$ cat src/hdl/ops_mul.sv
// ----------------------------------------------------------------------------
// ops_mul
// shared 32x32 multiplier, low word of the product registered
// ----------------------------------------------------------------------------
module ops_mul (
  input  logic        clk,
  input  logic        en,
  input  logic [31:0] a,
  input  logic [31:0] b,
  output logic [31:0] p
);

  logic [63:0] full;

  assign full = a * b;

  always_ff @(posedge clk) begin
    if (en) begin
      p <= full[31:0];
    end
  end

endmodule

$ cat config.mk
export PLATFORM = sky130hd
export DESIGN_NAME = ops_mul
export DESIGN_NICKNAME = d
export VERILOG_FILES = /design/src/hdl/ops_mul.sv
export SDC_FILE = /design/constraint.sdc
export NUM_CORES = 1
export LEC_CHECK = 0
export ABC_AREA = 1
export BUFFER_PORTS_ARGS = -buffer_cell sky130_fd_sc_hd__buf_2
export CAP_MARGIN = 0
export CORE_MARGIN = 2
export CORE_UTILIZATION = 50
export DETAILED_ROUTE_END_ITERATION = 6
export MAX_ROUTING_LAYER = met4
export PLACE_DENSITY = 0.78
export SLEW_MARGIN = 20
export SYNTH_ARGS = -nofsm -noshare
export SYNTH_HDL_FRONTEND = slang
export SYNTH_SLANG_ARGS = --single-unit
$ cat constraint.sdc
create_clock -name clk -period 16.4 [get_ports clk]
set_input_delay 1.64 -clock clk [delete_from_list [all_inputs] [get_ports clk]]
set_output_delay 1.64 -clock clk [all_outputs]
set_load 0.005 [all_outputs]
==> qor.csv <==
metric,value,unit
"Worst Path Class, Setup",in -> reg,
Final Hold Viols,0,
WL final,46300,µm
Clock Tree Buf Depth,2,
DR vias,14300,
Yosys top cell by area,fa_1,
Final WS setup,8.21,ns
Layout Nets,2963,
# DRC,0,
Mapped Area,17900,µm²
initial antenna violation count,1,
crit path max-delay cell type,fa_1,
# setup viols final,0,
Core ar.,35400,µm²
crit end category,flop,
router iterations before antenna repair,7,
fin crit share,50.0,%
max reg flops,32,
vias per cell,5.06,
TritonCTS Buffers,5,
sequential fraction of the synthesis area,5.36,%
setup TNS,0,ns
Worst Tran Pin Value,0.773,ns
die height,193,µm
share of the synthesized area in the top cell type,45.6,%
# Max-Cap Violations,0,
GRT Util Overall,26.1,%
biggest regs,p (32),
CP arrival,8.23,ns
Root Driver,clkbuf_16,
startpoint type of the worst setup path,input pin,
Die Area,37400,µm²
Critical Path Fanout Max,24,
grt ovf,0,
fill count,3300,
global-route wire length before repair,75700,µm
dpl hpwl,38200,µm
Clock transition at path regs,0.06,ns
Max-slew headroom,48.4,%
fin. max-slew vios,0,
H-tree depth,2,
"slowest stage delay, CP",0.54,ns
Antenna Violating Nets Remaining,0,
"FF+latch count, synth",32,
RSZ-0062 raised after global routing,no,
Setup WS pre-CTS,7.99,ns
outcome,finished clean,
setup bufs post-CTS,0,
routed len/inst,16.4,µm
"Min Clock Period, post-route",8.19,ns
register area,961,µm²
vias in the first global route,15200,
multi-input logic area,13500,µm²
top post-synthesis cells by area,"fa_1 (46%), inv_1 (17%), nand2_1 (15%)",
Fmax,0.122,GHz
Die X,193,µm
Syn Inst Count,2366,
GPL Wtd Cong,0.921,
syn avg cell area,7.57,µm²
area delta synth->final,4.38,%
post-route core utilization,52.8,%
most numerous cell on the critical path,fa_1,
CTS tree,done,
number of top-level pins,98,
# rows,69,
hold crit path type,in -> reg,
Worst Path Required,16.44,ns
largest net degree at the start of global routing,34,
DRT iter0 DRCs,1044,
Initial Util,50.6,%
Post-Syn Nets,2963,
post-CTS sizing,0,
Synth Warn #,0,
largest register by flop count,p,
post-synth cell types,36,
cts hold-fix bufs,0,
Clock Sinks,32,
I/O Buffers,97,
ratio of cells with drive above 1 in the final layout,4.90,%
-- cells in the mapped netlist (all sizes together) --
cell type    n
nor4         1
inv        802
o21ai        9
buf         36
edfxtp      32
a21oi       30
nor2        39
fa         408
a21o         3
nor3         5
nand3b       2
or2          1
a31oi        3
xnor2       12
clkbuf      68
o21bai       6
a211oi       1
a21boi       2
o21a         2
nand4        4
o211ai       4
ha         123
nand2      713
nand3       34
xor2        26
-- stage by stage --
| step | hold WS [ns] | instances | cell area (µm²) |
|---|---|---|---|
| after floorplan | 1.75 | 2366 | 17900 |
| after detailed placement | 2.03 | 2820 | 18500 |
| after global routing | 2.02 | 2829 | 18700 |
| after global placement | 2.03 | 2820 | 18500 |
| after CTS | 1.99 | 2828 | 18700 |
| final | 1.97 | 2829 | 18700 |
-- layer usage --
metal,track usage [%],vias up,share of wire [%],wire length (µm)
li1,-,6482,-,-
met3,3.42,134,8.4,3880
met2,43.4,658,49,22600
met1,32.1,7039,39,17900
met5,-,-,0,0
met4,10.9,0,4.2,1930
-- area by class of cell --
type | count | share of cell area [%]
clock inverters | 3 | 0.227
flip-flops and latches | 32 | 5.14
clock buffers | 5 | 0.669
well taps | 461 | 3.08
inverters | 802 | 16.1
repair buffers | 97 | 2.60
diodes | 1 | 0.0134
multi-input cells | 1428 | 72.2
-- final timing paths --
| path | startpoint | end | slack [ns] | cells past startpoint |
|---|---|---|---|---|
| hold / removal | en | p[21] | 1.97 | 1 |
| setup / recovery | a[8] | p[31] | 8.21 | 26 |
-- worst max-delay path: cells and delay by family --
family,cells,cell delay (ns)
AO/OA/AOI/OAI,4,0.76
buffers and inverters,7,0.92
adder cells (fa/ha/maj),9,4.31
AND/OR/NAND/NOR,6,0.56
-- kinds of logic after synthesis --
| logic type | count (synthesis) | share of synthesized area, % |
|---|---|---|
| AND/OR/NAND/NOR | 799 | 17.2 |
| buffers and inverters | 906 | 19.3 |
| XOR/XNOR | 38 | 1.90 |
| adder cells (fa/ha/maj) | 531 | 54.2 |
| AO/OA/AOI/OAI | 60 | 2.06 |
| flip-flops | 32 | 5.36 |
-- placed cells by master, fill, tap and decap left out, drive strengths merged, types with 5 or more instances in the layout --
cell type and count:
edfxtp 32, nor3 5, inv 802, nand2 713, nor2 39, xor2 26, o21ai 9, a21oi 30
fa 408, buf 97, xnor2 12, o21bai 6, ha 123, clkbuf 5, nand3 34
Power is not shown: default switching activity piles up to over one toggle a cycle in this logic, so the estimate is an artifact.
